## src/hw/rtl/weight_settling_detector_assert.svh

```systemverilog
// ----------------------------------------------------------------------------
// weight settling detector assertion macros
// concurrent property wrappers shared by the rtl
// ----------------------------------------------------------------------------
`ifndef WEIGHT_SETTLING_DETECTOR_ASSERT_SVH
`define WEIGHT_SETTLING_DETECTOR_ASSERT_SVH

// same-cycle implication
`define WSD_ASSERT_IMPL(label, clk, rst_n, ante, cons) \
  label: assert property (@(posedge clk) disable iff (!(rst_n)) (ante) |-> (cons)) \
    else $error("assertion failed: same-cycle implication");

// next-cycle implication
`define WSD_ASSERT_NEXT(label, clk, rst_n, ante, cons) \
  label: assert property (@(posedge clk) disable iff (!(rst_n)) (ante) |=> (cons)) \
    else $error("assertion failed: next-cycle implication");

`endif

```

## src/hw/rtl/wsd_pkg.sv

```systemverilog
`timescale 1ns / 1ps
// ----------------------------------------------------------------------------
// wsd_pkg
// types and constants of the weight settling detector
// ----------------------------------------------------------------------------
package wsd_pkg;

  localparam int OUT_W    = 20;
  localparam int THR_W    = 16;
  localparam int LIMIT_W  = 6;
  localparam int STREAK_W = 3;
  localparam int CFG_IDX_W  = 2;
  localparam int CFG_DATA_W = 16;

  localparam logic [OUT_W-1:0]    OUT_MAX    = '1;
  localparam logic [STREAK_W-1:0] STEADY_MAX = '1;

  localparam logic CMD_START  = 1'b0;
  localparam logic CMD_SAMPLE = 1'b1;

  typedef enum logic [1:0] {
    PH_IDLE     = 2'd0,
    PH_MEASURE  = 2'd1,
    PH_FALLBACK = 2'd2
  } phase_t;

  typedef enum logic [1:0] {
    METHOD_LOCKED   = 2'd0,
    METHOD_FALLBACK = 2'd1,
    METHOD_NONE     = 2'd2
  } method_t;

  typedef enum logic [CFG_IDX_W-1:0] {
    REG_THRESHOLD = 2'd0,
    REG_LIMIT     = 2'd1,
    REG_STREAK    = 2'd2
  } cfg_reg_t;

  localparam logic [THR_W-1:0]    THR_RST    = 16'd100;
  localparam logic [LIMIT_W-1:0]  LIMIT_RST  = 6'd15;
  localparam logic [STREAK_W-1:0] STREAK_RST = 3'd2;

endpackage

```

## src/hw/rtl/wsd_if.sv

```systemverilog
`timescale 1ns / 1ps
// ----------------------------------------------------------------------------
// wsd channel interfaces
// sample/command input channel and weight result channel
// ----------------------------------------------------------------------------
interface wsd_in_if #(
  parameter int WEIGHT_BITS = 21
);
  logic                          valid;
  logic                          ready;
  logic                          command;
  logic signed [WEIGHT_BITS-1:0] sample_grams;

  modport source (output valid, command, sample_grams, input ready);
  modport sink   (input valid, command, sample_grams, output ready);
endinterface

interface wsd_out_if;
  logic        valid;
  logic        ready;
  logic [19:0] weight_grams;
  logic        no_weight;
  logic [1:0]  method;

  modport source (output valid, weight_grams, no_weight, method, input ready);
  modport sink   (input valid, weight_grams, no_weight, method, output ready);
endinterface

```

## src/hw/rtl/weight_settling_detector.sv

```systemverilog
`timescale 1ns / 1ps
// ----------------------------------------------------------------------------
// weight_settling_detector
// finds a settled load-cell weight in a stream of averaged gram samples
// ----------------------------------------------------------------------------
// port     | dir | payload                                 | handshake
// in_ch    | in  | command, sample_grams                   | valid/ready
// out_ch   | out | weight_grams, no_weight, method         | valid/ready
// cfg_*    | in  | cfg_index, cfg_wdata                    | cfg_we only
//
// one transaction per cycle while in_ch.ready is high; state updates on accept
// a result appears in the cycle after the transaction that causes it
// the result register frees in the same cycle it is taken, so input keeps flowing
// in_ch.ready drops only while a result waits and out_ch.ready is low
// synchronous active-low reset, measurement idle, registers at their defaults
// ----------------------------------------------------------------------------
`include "weight_settling_detector_assert.svh"

module weight_settling_detector
  import wsd_pkg::*;
#(
  parameter int WEIGHT_BITS  = 21,
  parameter int ATTEMPT_BITS = 6
) (
  input  logic                  clk,
  input  logic                  rst_n,
  input  logic                  cfg_we,
  input  logic [CFG_IDX_W-1:0]  cfg_index,
  input  logic [CFG_DATA_W-1:0] cfg_wdata,
  wsd_in_if.sink                in_ch,
  wsd_out_if.source             out_ch
);

  localparam int MAG_W = WEIGHT_BITS - 1;
  localparam int EXT_W = (MAG_W > OUT_W) ? MAG_W : OUT_W;
  localparam int CMP_W = (ATTEMPT_BITS > LIMIT_W) ? ATTEMPT_BITS : LIMIT_W;
  localparam logic [ATTEMPT_BITS-1:0] CNT_MAX = '1;

  logic [THR_W-1:0]        thr_r;
  logic [LIMIT_W-1:0]      limit_r;
  logic [STREAK_W-1:0]     streak_r;

  phase_t                  phase_r, phase_nxt;
  logic [OUT_W-1:0]        prev_r, prev_nxt;
  logic [STREAK_W-1:0]     steady_r, steady_nxt;
  logic [ATTEMPT_BITS-1:0] attempt_r, attempt_nxt;

  logic                    out_valid_r;
  logic [OUT_W-1:0]        out_weight_r;
  logic                    out_no_weight_r;
  method_t                 out_method_r;

  logic                    accept;
  logic [EXT_W-1:0]        mag_ext;
  logic [OUT_W-1:0]        cur;
  logic [OUT_W-1:0]        delta;
  logic [OUT_W:0]          pair_sum;
  logic [STREAK_W-1:0]     steady_inc;
  logic [ATTEMPT_BITS-1:0] attempt_inc;
  logic                    emit;
  logic [OUT_W-1:0]        res_weight;
  method_t                 res_method;

  assign in_ch.ready = !out_valid_r || out_ch.ready;
  assign accept      = in_ch.valid && in_ch.ready;

  // clamp negative to zero, saturate above 20 bits
  always_comb begin
    mag_ext = EXT_W'(unsigned'(in_ch.sample_grams[MAG_W-1:0]));
    if (in_ch.sample_grams[WEIGHT_BITS-1]) begin
      cur = '0;
    end else if (mag_ext > EXT_W'(OUT_MAX)) begin
      cur = OUT_MAX;
    end else begin
      cur = mag_ext[OUT_W-1:0];
    end
  end

  assign delta       = (cur >= prev_r) ? (cur - prev_r) : (prev_r - cur);
  assign pair_sum    = {1'b0, cur} + {1'b0, prev_r};
  assign steady_inc  = (steady_r == STEADY_MAX) ? steady_r : steady_r + 1'b1;
  assign attempt_inc = (attempt_r == CNT_MAX) ? attempt_r : attempt_r + 1'b1;

  always_comb begin
    phase_nxt   = phase_r;
    prev_nxt    = prev_r;
    steady_nxt  = steady_r;
    attempt_nxt = attempt_r;
    emit        = 1'b0;
    res_weight  = '0;
    res_method  = METHOD_NONE;
    if (accept) begin
      if (in_ch.command == CMD_START) begin
        phase_nxt   = PH_MEASURE;
        prev_nxt    = '0;
        steady_nxt  = '0;
        attempt_nxt = '0;
      end else begin
        unique case (phase_r)
          PH_FALLBACK: begin
            emit       = 1'b1;
            res_weight = cur;
            res_method = METHOD_FALLBACK;
            phase_nxt  = PH_IDLE;
          end
          PH_MEASURE: begin
            if (attempt_r != '0) begin
              if (delta <= OUT_W'(thr_r)) begin
                steady_nxt = steady_inc;
                if (steady_inc >= streak_r) begin
                  emit       = 1'b1;
                  res_weight = pair_sum[OUT_W:1];
                  res_method = METHOD_LOCKED;
                  phase_nxt  = PH_IDLE;
                end
              end else begin
                steady_nxt = '0;
              end
            end
            if (!emit) begin
              prev_nxt    = cur;
              attempt_nxt = attempt_inc;
              if (CMP_W'(attempt_inc) >= CMP_W'(limit_r) || attempt_inc == CNT_MAX) begin
                if (cur != '0) begin
                  phase_nxt = PH_FALLBACK;
                end else begin
                  emit       = 1'b1;
                  res_weight = '0;
                  res_method = METHOD_NONE;
                  phase_nxt  = PH_IDLE;
                end
              end
            end
          end
          default: begin
          end
        endcase
      end
    end
  end

  always_ff @(posedge clk) begin
    if (!rst_n) begin
      thr_r    <= THR_RST;
      limit_r  <= LIMIT_RST;
      streak_r <= STREAK_RST;
    end else if (cfg_we) begin
      unique case (cfg_index)
        REG_THRESHOLD: thr_r    <= cfg_wdata[THR_W-1:0];
        REG_LIMIT:     limit_r  <= cfg_wdata[LIMIT_W-1:0];
        REG_STREAK:    streak_r <= cfg_wdata[STREAK_W-1:0];
        default: begin
        end
      endcase
    end
  end

  always_ff @(posedge clk) begin
    if (!rst_n) begin
      phase_r   <= PH_IDLE;
      prev_r    <= '0;
      steady_r  <= '0;
      attempt_r <= '0;
    end else begin
      phase_r   <= phase_nxt;
      prev_r    <= prev_nxt;
      steady_r  <= steady_nxt;
      attempt_r <= attempt_nxt;
    end
  end

  always_ff @(posedge clk) begin
    if (!rst_n) begin
      out_valid_r <= 1'b0;
    end else if (emit) begin
      out_valid_r <= 1'b1;
    end else if (out_ch.ready) begin
      out_valid_r <= 1'b0;
    end
  end

  always_ff @(posedge clk) begin
    if (emit) begin
      out_weight_r    <= res_weight;
      out_no_weight_r <= (res_weight == '0);
      out_method_r    <= res_method;
    end
  end

  assign out_ch.valid        = out_valid_r;
  assign out_ch.weight_grams = out_weight_r;
  assign out_ch.no_weight    = out_no_weight_r;
  assign out_ch.method       = out_method_r;

  `WSD_ASSERT_IMPL(a_no_weight_flag, clk, rst_n, out_valid_r,
                   out_no_weight_r == (out_weight_r == '0))
  `WSD_ASSERT_IMPL(a_none_is_zero, clk, rst_n, out_valid_r && out_method_r == METHOD_NONE,
                   out_weight_r == '0)
  `WSD_ASSERT_NEXT(a_emit_goes_idle, clk, rst_n, emit, phase_r == PH_IDLE && out_valid_r)
  `WSD_ASSERT_IMPL(a_fallback_has_sample, clk, rst_n, phase_r == PH_FALLBACK,
                   prev_r != '0)

endmodule
```

## src/flat_wrapper.sv

```systemverilog
// flat-port wrapper written by rule: the top's interface ports become plain ports
module weight_settling_detector_flat import wsd_pkg::*;
#(
  parameter int WEIGHT_BITS  = 21,
  parameter int ATTEMPT_BITS = 6
)
  (clk, rst_n, cfg_we, cfg_index, cfg_wdata, in_ch_valid, in_ch_command, in_ch_sample_grams, in_ch_ready, out_ch_valid, out_ch_weight_grams, out_ch_no_weight, out_ch_method, out_ch_ready);
  wsd_in_if #(.WEIGHT_BITS(WEIGHT_BITS)) in_ch_i ();
  wsd_out_if out_ch_i ();
  input  logic clk;
  input  logic rst_n;
  input  logic cfg_we;
  input  logic [CFG_IDX_W-1:0] cfg_index;
  input  logic [CFG_DATA_W-1:0] cfg_wdata;
  input wire logic [$bits(in_ch_i.valid)-1:0] in_ch_valid;
  input wire logic [$bits(in_ch_i.command)-1:0] in_ch_command;
  input wire logic [$bits(in_ch_i.sample_grams)-1:0] in_ch_sample_grams;
  output wire logic [$bits(in_ch_i.ready)-1:0] in_ch_ready;
  output wire logic [$bits(out_ch_i.valid)-1:0] out_ch_valid;
  output wire logic [$bits(out_ch_i.weight_grams)-1:0] out_ch_weight_grams;
  output wire logic [$bits(out_ch_i.no_weight)-1:0] out_ch_no_weight;
  output wire logic [$bits(out_ch_i.method)-1:0] out_ch_method;
  input wire logic [$bits(out_ch_i.ready)-1:0] out_ch_ready;
  assign in_ch_i.valid = in_ch_valid;
  assign in_ch_i.command = in_ch_command;
  assign in_ch_i.sample_grams = in_ch_sample_grams;
  assign in_ch_ready = in_ch_i.ready;
  assign out_ch_valid = out_ch_i.valid;
  assign out_ch_weight_grams = out_ch_i.weight_grams;
  assign out_ch_no_weight = out_ch_i.no_weight;
  assign out_ch_method = out_ch_i.method;
  assign out_ch_i.ready = out_ch_ready;
  weight_settling_detector #(.WEIGHT_BITS(WEIGHT_BITS), .ATTEMPT_BITS(ATTEMPT_BITS)) u_core (.clk(clk), .rst_n(rst_n), .cfg_we(cfg_we), .cfg_index(cfg_index), .cfg_wdata(cfg_wdata), .in_ch(in_ch_i), .out_ch(out_ch_i));
endmodule
```

## config.mk

```make
export PLATFORM = sky130hd
export DESIGN_NAME = weight_settling_detector_flat
export DESIGN_NICKNAME = d
export VERILOG_FILES = /design/src/hw/rtl/wsd_pkg.sv /design/src/hw/rtl/wsd_if.sv /design/src/hw/rtl/weight_settling_detector.sv /design/src/flat_wrapper.sv
export VERILOG_INCLUDE_DIRS = /design/src /design/src/hw/rtl
export SDC_FILE = /design/constraint.sdc
export NUM_CORES = 1
export LEC_CHECK = 0
export ABC_AREA = 1
export BUFFER_PORTS_ARGS = -buffer_cell sky130_fd_sc_hd__buf_2
export CORE_UTILIZATION = 60
export DETAILED_ROUTE_END_ITERATION = 16
export MAX_ROUTING_LAYER = met4
export PLACE_DENSITY_LB_ADDON = 0.25
export SLEW_MARGIN = 0
export SYNTH_ARGS = -nofsm -noshare
export SYNTH_HDL_FRONTEND = slang
export SYNTH_SLANG_ARGS = --single-unit
```

## constraint.sdc

```tcl
create_clock -name clk -period 6.6 [get_ports clk]
set_clock_uncertainty 0.1 [all_clocks]
set_input_delay 0.33 -clock clk [delete_from_list [all_inputs] [get_ports clk]]
set_output_delay 0.33 -clock clk [all_outputs]
set_load 0.1 [all_outputs]
```

==> results.cfg, run 1 <==
[outcome]
outcome = finished, final reports clean

[drt]
antenna_left = 0
drc = 0
drt_iter0_markers = 727
postRouteWirelength_um = 23700
wire_per_inst_um = 16.0
vias = 8133
dr.pass1.iters = 7
viasPerCell = 5.47

[global_routing]
grt_max_degree = 32
grt.total_usage_pct = 37.9
overflow = 0
grt_pass1_wl_um = 38000
grt_pass1_vias = 7460
grt_antenna_before_repair = 0

[synth]
async_flop_share_pct = 0
ys_ff_latch = 80
netlist_area_um2 = 7920
yosysSeqAreaShare_pct = 23.1
synth_top_cell_by_area = nand2_1
synthCells = 1258
dominantRegCellSynth = dfxtp_1
synth_edf_count = 23
synth_area_leaders = nand2_1 (17%), dfxtp_1 (14%), ha_1 (14%)
syn_avg_cell_area_um2 = 6.29
synth_cell_types = 46
yosysWarningCount = 0
synth_fp_nets = 1396
yosysTopAreaCellShare_pct = 17.4

[die]
core-area_um2 = 12700
die_height_um = 117
start_util_pct = 62.2
boundaryPins = 70
rows = 41
dieArea_um2 = 13700
die_w_um = 117

[layout]
drive_gt1_share_pct = 8.98
final_util_pct = 67.8
multi_input_area_um2 = 5010
regArea_um2 = 1830
fillers = 1219
syn_to_final_growth_pct = 8.99
final_area_um2 = 8630
n_antenna_cell = 0
fin_nets = 1447

[worst_setup_path]
cp_common_cell = nand2_1
path_class = input port to register
startpoint_type = input port
cp.required_ps = 6610
cpLargestDelayFamily = simple AND/OR/NAND/NOR gates
end_kind = register
crit_arrival_ps = 5750
crit_fanout = 14
max_stage_delay_ps = 440
crit_path_top_delay_cell = inv_1
path_buf_inv = 7

[clock_tree]
cts_tree = yes
clock_sinks = 80
cts_setup_buffers = 0
ctsResizeCount = 0
htree_num_levels = 3
cts_root_buf = clkbuf_16
clk_pin_slew_ps = 60
numCtsBuffers = 9
cts_hold_buf = 0
clockBufferDepth = 2
clock_latency_ps = 350

[power_and_ir_drop]
leakage_uw = 0.00473
p_per_area_nw_per_um2 = 160
vdd_drop_max_mv = 0.162
total_power_uw = 1380

[timing]
max_freq_mhz = 174
finalCritPeriodShare_pct = 87.1
slew_headroom_pct = 24.7
setup_viol = 0
worst_slack_ps = 854
slew_viol_final = 0
finalHoldViolations = 0
tightestPinTransition_ps = 1130
min_period_ps = 5750
tns_ps = 0
rsz0062_at_grt = no

[place]
placedInstanceArea_um2 = 8340
routabilityCongestion = 1.04
dpl_worst_slack_ps = 670
portBuffers = 69
hpwl_um = 18800

[job]
cap_violations = 0

[hold_path]
min_path_type = input port to register
[cell type report]
| cell class | count | share of cell area (%) |
|---|---|---|
| Clock buffer | 11 | 2.94 |
| Inverter | 237 | 10.3 |
| Sequential cell | 80 | 21.2 |
| Multi-Input combinational cell | 906 | 58.0 |
| Tap cell | 172 | 2.49 |
| Clock inverter | 5 | 0.450 |
| Timing Repair Buffer | 75 | 4.52 |
[flip-flops by register name (all words and copies together), names as in the netlist]
name / count
u_core.out_ch.weight_grams: 20
u_core.prev_r: 20
u_core.thr_r: 16
u_core.attempt_r: 6
u_core.limit_r: 6
u_core.steady_r: 3
u_core.streak_r: 3
u_core.out_ch.method: 2
u_core.phase_r: 2
u_core.out_ch.no_weight: 1
u_core.out_ch.valid: 1
[worst register-to-register path: cells and delay by family, from the launching register on]
family	cells	cell delay, ps
and+or+nand+nor	17	1800
AOI/OAI and AO/OA	6	1250
adders and majority gates	2	850
buffers and inverters	4	630
DFF	1	380
xor gates and xnor gates	1	200
[metal layers]
| layer | routed length, um | vias up | share of wire (%) | GRT usage, % |
|---|---|---|---|---|
| li1 | - | 4059 | - | - |
| met1 | 11000 | 3680 | 46 | 51.4 |
| met2 | 10200 | 336 | 43 | 56.6 |
| met3 | 1830 | 58 | 7.7 | 6.44 |
| met4 | 776 | 0 | 3.3 | 13.3 |
| met5 | 0 | - | 0 | - |
[cells in the final DEF (no fill, tap or decap), types with 3 or more instances in the layout]
cell type,instances
a211oi_1,4
a21o_1,6
a21oi_1,123
a31oi_1,3
buf_2,69
buf_4,6
clkbuf_16,10
dfxtp_1,57
edfxtp_1,23
fa_1,3
ha_1,90
inv_1,232
inv_2,4
nand2_1,366
nand2_2,7
nand3_1,39
nand4_1,25
nor2_1,102
nor2_2,6
nor3_1,7
nor4_1,5
o211ai_1,9
o21a_1,5
o21ai_0,55
o21bai_1,3
xnor2_1,3
xor2_1,26
[path summary, 6_finish.rpt]
check                                                    start                           endpoint  slack, ps  cells past startpoint
worst min-delay path                              cfg_wdata[6]       u_core.thr_r[6]$_SDFFE_PN1P_        100                      3
worst min register to register   u_core.thr_r[12]$_SDFFE_PN0P_      u_core.thr_r[12]$_SDFFE_PN0P_        360                      2
worst max-delay path                    in_ch_sample_grams[20]  u_core.out_ch.no_weight$_DFFE_PP_        850                     35
worst max register to register  u_core.prev_r[17]$_SDFFE_PN0P_  u_core.out_ch.no_weight$_DFFE_PP_       1130                     30
[stage by stage]
step,hold slack (ps),instances
6_report,96.3,1486
4_1_cts,92.5,1486
3_3_place_gp,349,1470
2_1_floorplan,335,1258
5_1_grt,110,1486
3_5_place_dp,352,1470
[cells by family after synthesis]
| group | after synthesis | share of synthesized area, % |
|---|---|---|
| adder cells (fa/ha/maj) | 93 | 15.0 |
| buffers and inverters | 272 | 13.6 |
| AO/OA/AOI/OAI | 214 | 14.7 |
| AND/OR/NAND/NOR | 567 | 30.0 |
| XOR/XNOR | 29 | 3.21 |
| flip-flops | 80 | 23.1 |
| multiplexers | 3 | 0.411 |
[power by group]
| group | leakage, uW | switching, uW | internal [uW] | total, uW |
|---|---|---|---|---|
| clock | 0.000141 | 212 | 280 | 492 |
| combinational | 0.00386 | 253 | 120 | 373 |
| sequential | 0.000726 | 3.14 | 511 | 514 |
| total | 0.00473 | 469 | 911 | 1380 |
[Yosys cell counts, types with 2 or more instances]
cell type  instances
nand2_1          366
inv_1            232
a21oi_1          123
nor2_1           102
ha_1              90
dfxtp_1           57
o21ai_0           55
nand3_1           39
xor2_1            26
nand4_1           25
edfxtp_1          23
clkbuf_1          16
o211ai_1           9
buf_2              8
buf_4              7
nand2_2            7
nor3_1             7
a21o_1             6
nor2_2             6
nor4_1             5
o21a_1             5
a211oi_1           4
inv_2              4
a31oi_1            3
fa_1               3
o21bai_1           3
xnor2_1            3
buf_1              2
mux2_2             2
nand2_4            2
nand2_8            2
or2_2              2
Power figures use the tool's default switching activity.
==> run 2: changes to the inputs <==
GPL_TIMING_DRIVEN = 1   (was unset)
PLACE_DENSITY = 0.84   (was unset)
PLACE_DENSITY_LB_ADDON = unset   (was 0.25)
==> run 2 against run 1 <==
Against the previous run:
- power about the same
- die area unchanged
- final cell count is 0.13% lower
- hold slack worse by 9.1 ps
- utilization shrank 0.12 points
- clock power hardly changed
- register-to-register slack got worse by 30 ps
- count of clock-buffer cells in the layout did not move
- routed wire length down 3.3%
- sequential share of layout area barely moved
- maximum frequency down 2.4%
- largest cell class unchanged
==> results.cfg, run 2 (same netlist as run 1, synthesis figures left out) <==
[layout]
multi_input_area_um2 = 5010
final_common_cell = nand2_1
drive_gt1_share_pct = 8.84
regArea_um2 = 1830
final_util_pct = 67.7
fillers = 1221
layout_common_cells = nand2_1 (366), inv_1 (232), a21oi_1 (123)
fin_nets = 1445
syn_to_final_growth_pct = 8.80
n_antenna_cell = 0

[drt]
vias = 8090
drt_iter0_markers = 710
wire_per_inst_um = 15.5
viasPerCell = 5.45
drc = 0
antenna_left = 0
dr.pass1.iters = 5
postRouteWirelength_um = 22900

[timing]
slew_viol_final = 0
slew_headroom_pct = 26.5
finalHoldViolations = 0
finalCritPeriodShare_pct = 89.2
tns_ps = 0
tightestPinTransition_ps = 1100
hold_slack_ps = 87.3
setup_viol = 0
rsz0062_at_grt = no
min_period_ps = 5890
max_freq_mhz = 170

[die]
rows = 41
die_w_um = 117
dieArea_um2 = 13700
boundaryPins = 70
start_util_pct = 62.2
die_height_um = 117
core-area_um2 = 12700

[place]
routabilityCongestion = 1.03
hpwl_um = 18300
portBuffers = 69

[worst_setup_path]
cp-startpoint = in_ch_sample_grams[20]
timing.rr.start = u_core.prev_r[17]$_SDFFE_PN0P_
crit_path_top_delay_cell = o21ai_0
crit_arrival_ps = 5900
r2r_end = u_core.out_ch.no_weight$_DFFE_PP_
max_stage_delay_ps = 470
r2r_cells = 27
end_kind = register
ff2ff_setup_slack_ps = 1100
startpoint_type = input port
cp_common_cell = nand2_1
crit_end = u_core.out_ch.no_weight$_DFFE_PP_
crit_fanout = 13
cp.required_ps = 6620
path_class = input port to register

[clock_tree]
cts_tree = yes
cts_setup_buffers = 0
clk_pin_slew_ps = 60
clock_sinks = 80
numCtsBuffers = 9
ctsResizeCount = 0
clockBufferDepth = 2
cts_root_buf = clkbuf_16
htree_num_levels = 3
clock_latency_ps = 360
cts_hold_buf = 0

[global_routing]
grt_antenna_before_repair = 0
overflow = 0
grt_pass1_vias = 7382
grt.total_usage_pct = 36.4
grt_max_degree = 32
grt_pass1_wl_um = 36500

[hold_path]
min_path_type = input port to register

[power_and_ir_drop]
leakage_uw = 0.00472
vdd_drop_max_mv = 0.142
p_per_area_nw_per_um2 = 160

[outcome]
outcome = finished, final reports clean

[job]
cap_violations = 0
## run 2: layout make-up
type                            count  area share, %
Multi-Input combinational cell    906           58.1
Timing Repair Buffer               73           4.36
Clock inverter                      5          0.450
Clock buffer                       11           2.95
Sequential cell                    80           21.3
Tap cell                          172           2.50
Inverter                          237           10.3
## run 2: per-stage QoR
step | area (um^2) | worst slack [ps] | instances | total power (uW)
final | 8610 | 714 | 1484 | 1380
after global routing | 8610 | 294 | 1484 | 1450
after CTS | 8610 | 894 | 1484 | 1380
after detailed placement | 8320 | 597 | 1468 | 883
after global placement | 8320 | 808 | 1468 | 878
after floorplan | 7920 | 1320 | 1258 | 784
## run 2: how the worst min path moves through the flow
stage | startpoint | end | slack, ps | depth (start not counted)
after global placement | u_core.thr_r[11]$_SDFFE_PN0P_ | u_core.thr_r[11]$_SDFFE_PN0P_ | 350 | 2
after floorplan | u_core.limit_r[5]$_SDFFE_PN0P_ | u_core.limit_r[5]$_SDFFE_PN0P_ | 340 | 2
final | cfg_wdata[6] | u_core.thr_r[6]$_SDFFE_PN1P_ | 90 | 3
after CTS | cfg_wdata[6] | u_core.thr_r[6]$_SDFFE_PN1P_ | 90 | 3
after detailed placement | u_core.thr_r[4]$_SDFFE_PN0P_ | u_core.thr_r[4]$_SDFFE_PN0P_ | 350 | 2
after global routing | cfg_wdata[6] | u_core.thr_r[6]$_SDFFE_PN1P_ | 130 | 3
## run 2: critical path: cells and delay by family
kind / cells / cell delay, ps
buffers and inverters: 7 / 1470
adder cells (fa/ha/maj): 2 / 680
AO/OA/AOI/OAI: 4 / 1270
AND/OR/NAND/NOR: 18 / 1950
XOR/XNOR: 1 / 190
## run 2: routing by layer
metal	track usage, %	vias to the layer above	routed length, um	part of all wire, %
li1	-	4065	-	-
met5	-	-	0	0
met2	55.3	324	9900	43
met1	49.1	3657	10600	46
met3	6.28	44	1860	8.1
met4	11.9	0	573	2.5
## run 2: where the power goes
| group | total, uW | switching, uW | leakage (uW) | internal [uW] |
|---|---|---|---|---|
| clock | 495 | 215 | 0.000141 | 280 |
| sequential | 514 | 3.11 | 0.000726 | 511 |
| combinational | 372 | 251 | 0.00385 | 121 |
==> run 3: changes to the inputs <==
REMOVE_ABC_BUFFERS = 1   (was unset)
==> run 3 against run 2 <==
Against the previous run:
- non-clock buffer count grew 7
- first-iteration DRC count grew 7.6%
- setup slack gained 78 ps
- critical path depth grew 5
- count of clock-buffer cells in the layout grew 1
- register-to-register slack lost 120 ps
- die area is the same
==> results.cfg, run 3 (same netlist as run 1, synthesis figures left out) <==
[layout]
regArea_um2 = 1830
n_antenna_cell = 0
syn_to_final_growth_pct = 9.97
fillers = 1201
fin_nets = 1452
drive_gt1_share_pct = 9.33
multi_input_area_um2 = 5010
layout_common_cells = nand2_1 (366), inv_1 (232), a21oi_1 (123)
final_common_cell = nand2_1
stdcell_count = 1491

[die]
core-area_um2 = 12700
start_util_pct = 62.2
boundaryPins = 70
dieArea_um2 = 13700
rows = 41
die_height_um = 117
die_w_um = 117

[clock_tree]
cts_root_buf = clkbuf_16
cts_setup_buffers = 0
clockBufferDepth = 2
htree_num_levels = 3
ctsResizeCount = 0
numCtsBuffers = 9
cts_hold_buf = 0
clock_latency_ps = 350
clk_pin_slew_ps = 60
clock_sinks = 80
cts_tree = yes

[global_routing]
grt.met1_usage_pct = 48.9
use_met3_pct = 6.23
grt_max_degree = 32
grtUsageMet2_pct = 56.0
grt_busiest_layer = met2
overflow = 0
grt_pass1_vias = 7394
grt.total_usage_pct = 36.8
grt_antenna_before_repair = 0
grt_pass1_wl_um = 36800

[worst_setup_path]
cp.required_ps = 6610
r2r_cells = 32
max_stage_delay_ps = 540
end_kind = register
path_buf_inv = 8
path_class = input port to register
cp_common_cell = nand2_1
cpLargestDelayFamily = simple AND/OR/NAND/NOR gates
crit_path_top_delay_cell = o311ai_0
crit_fanout = 21
ff2ff_setup_slack_ps = 980
crit_arrival_ps = 5810
r2r_end = u_core.out_ch.no_weight$_DFFE_PP_
startpoint_type = input port
timing.rr.start = u_core.prev_r[17]$_SDFFE_PN0P_

[timing]
rsz0062_at_grt = no
finalCritPeriodShare_pct = 88.0
slew_headroom_pct = 20.1
tightestPinTransition_ps = 1200
slew_viol_final = 0
finalHoldViolations = 0
setup_viol = 0
max_freq_mhz = 172
worst_slack_ps = 792
tns_ps = 0
min_period_ps = 5810

[place]
place_inst = 1475
routabilityCongestion = 0.996
hpwl_um = 18400
dpl_worst_slack_ps = 574
portBuffers = 69

[power_and_ir_drop]
p_sw_uw = 481
leakage_uw = 0.00477
p_sw_share_pct = 33.0
p_int_uw = 976
p_comb_share_pct = 26.0
power_frac_seq_pct = 35.3
clkPwrFrac_pct = 38.7
p_per_area_nw_per_um2 = 167
vdd_drop_max_mv = 0.134
total_power_uw = 1460

[drt]
postRouteWirelength_um = 23000
antenna_left = 0
viasPerCell = 5.45
drt_iter0_markers = 764
dr.pass1.iters = 6
wire_per_inst_um = 15.5
vias = 8124
drc = 0

[job]
cap_violations = 0

[hold_path]
hold_end = u_core.thr_r[6]$_SDFFE_PN1P_
worstHoldStart = cfg_wdata[6]
min_path_type = input port to register
holdPathStages = 3

[outcome]
outcome = finished, final reports clean
## run 3: changes by cell type in the layout (fill, tap and decap cells not counted), sizes merged
| cell | previous run | this run |
|---|---|---|
| bufinv | 0 | 1 |
| clkinv | 4 | 2 |
| clkbuf | 11 | 12 |
| inv | 237 | 238 |
| buf | 73 | 80 |
| clkinvlp | 1 | 0 |
## run 3: per-layer routing
metal / vias to the layer above / wire length, um
met5: - / 0
met4: 0 / 673
met3: 46 / 1870
met2: 336 / 10000
met1: 3675 / 10500
li1: 4067 / -
## run 3: worst reg2reg max path: cells and delay by family (launching register included)
family                     cells  cell delay (ps)
and+or+nand+nor               19             2050
buffers and inverters          5              770
xor gates and xnor gates       1              210
AOI/OAI and AO/OA              5              970
adders and majority gates      2              860
DFF                            1              410
## run 3: per-stage QoR
step,hold WS [ps],utilization (%),area [um^2]
6_report,90.2,68.4,8710
5_1_grt,108,68.4,8710
4_1_cts,86.2,68.4,8710
3_5_place_dp,354,65.8,8370
3_3_place_gp,353,65.8,8370
2_1_floorplan,314,-,7730
## run 3: final cells by class
| type | instances | area share [%] |
|---|---|---|
| multi-input combinational | 906 | 57.5 |
| sequential | 80 | 21.0 |
| inverter | 237 | 10.2 |
| timing repair buffer | 80 | 4.92 |
| clock buffer | 12 | 3.20 |
| tap | 172 | 2.47 |
| clock inverter | 4 | 0.618 |
## run 3: power by group through the flow
stage	Combinational, uW	Clock [uW]	Sequential (uW)
after floorplan	249	0	524
after global placement	360	0	525
after detailed placement	366	0	525
after CTS	369	561	514
after global routing	422	580	515
final	379	564	514
## run 3: how the worst max path moves through the flow
stage                           start                                       end  cells after the start
6_report       in_ch_sample_grams[20]         u_core.out_ch.no_weight$_DFFE_PP_                     37
3_3_place_gp   in_ch_sample_grams[20]  u_core.out_ch.weight_grams[16]$_DFFE_PP_                     34
4_1_cts        in_ch_sample_grams[20]  u_core.out_ch.weight_grams[16]$_DFFE_PP_                     34
3_5_place_dp   in_ch_sample_grams[20]  u_core.out_ch.weight_grams[19]$_DFFE_PP_                     34
2_1_floorplan  in_ch_sample_grams[20]     u_core.out_ch.method[0]$_SDFFCE_PN0P_                     28
5_1_grt        in_ch_sample_grams[20]  u_core.out_ch.weight_grams[17]$_DFFE_PP_                     34
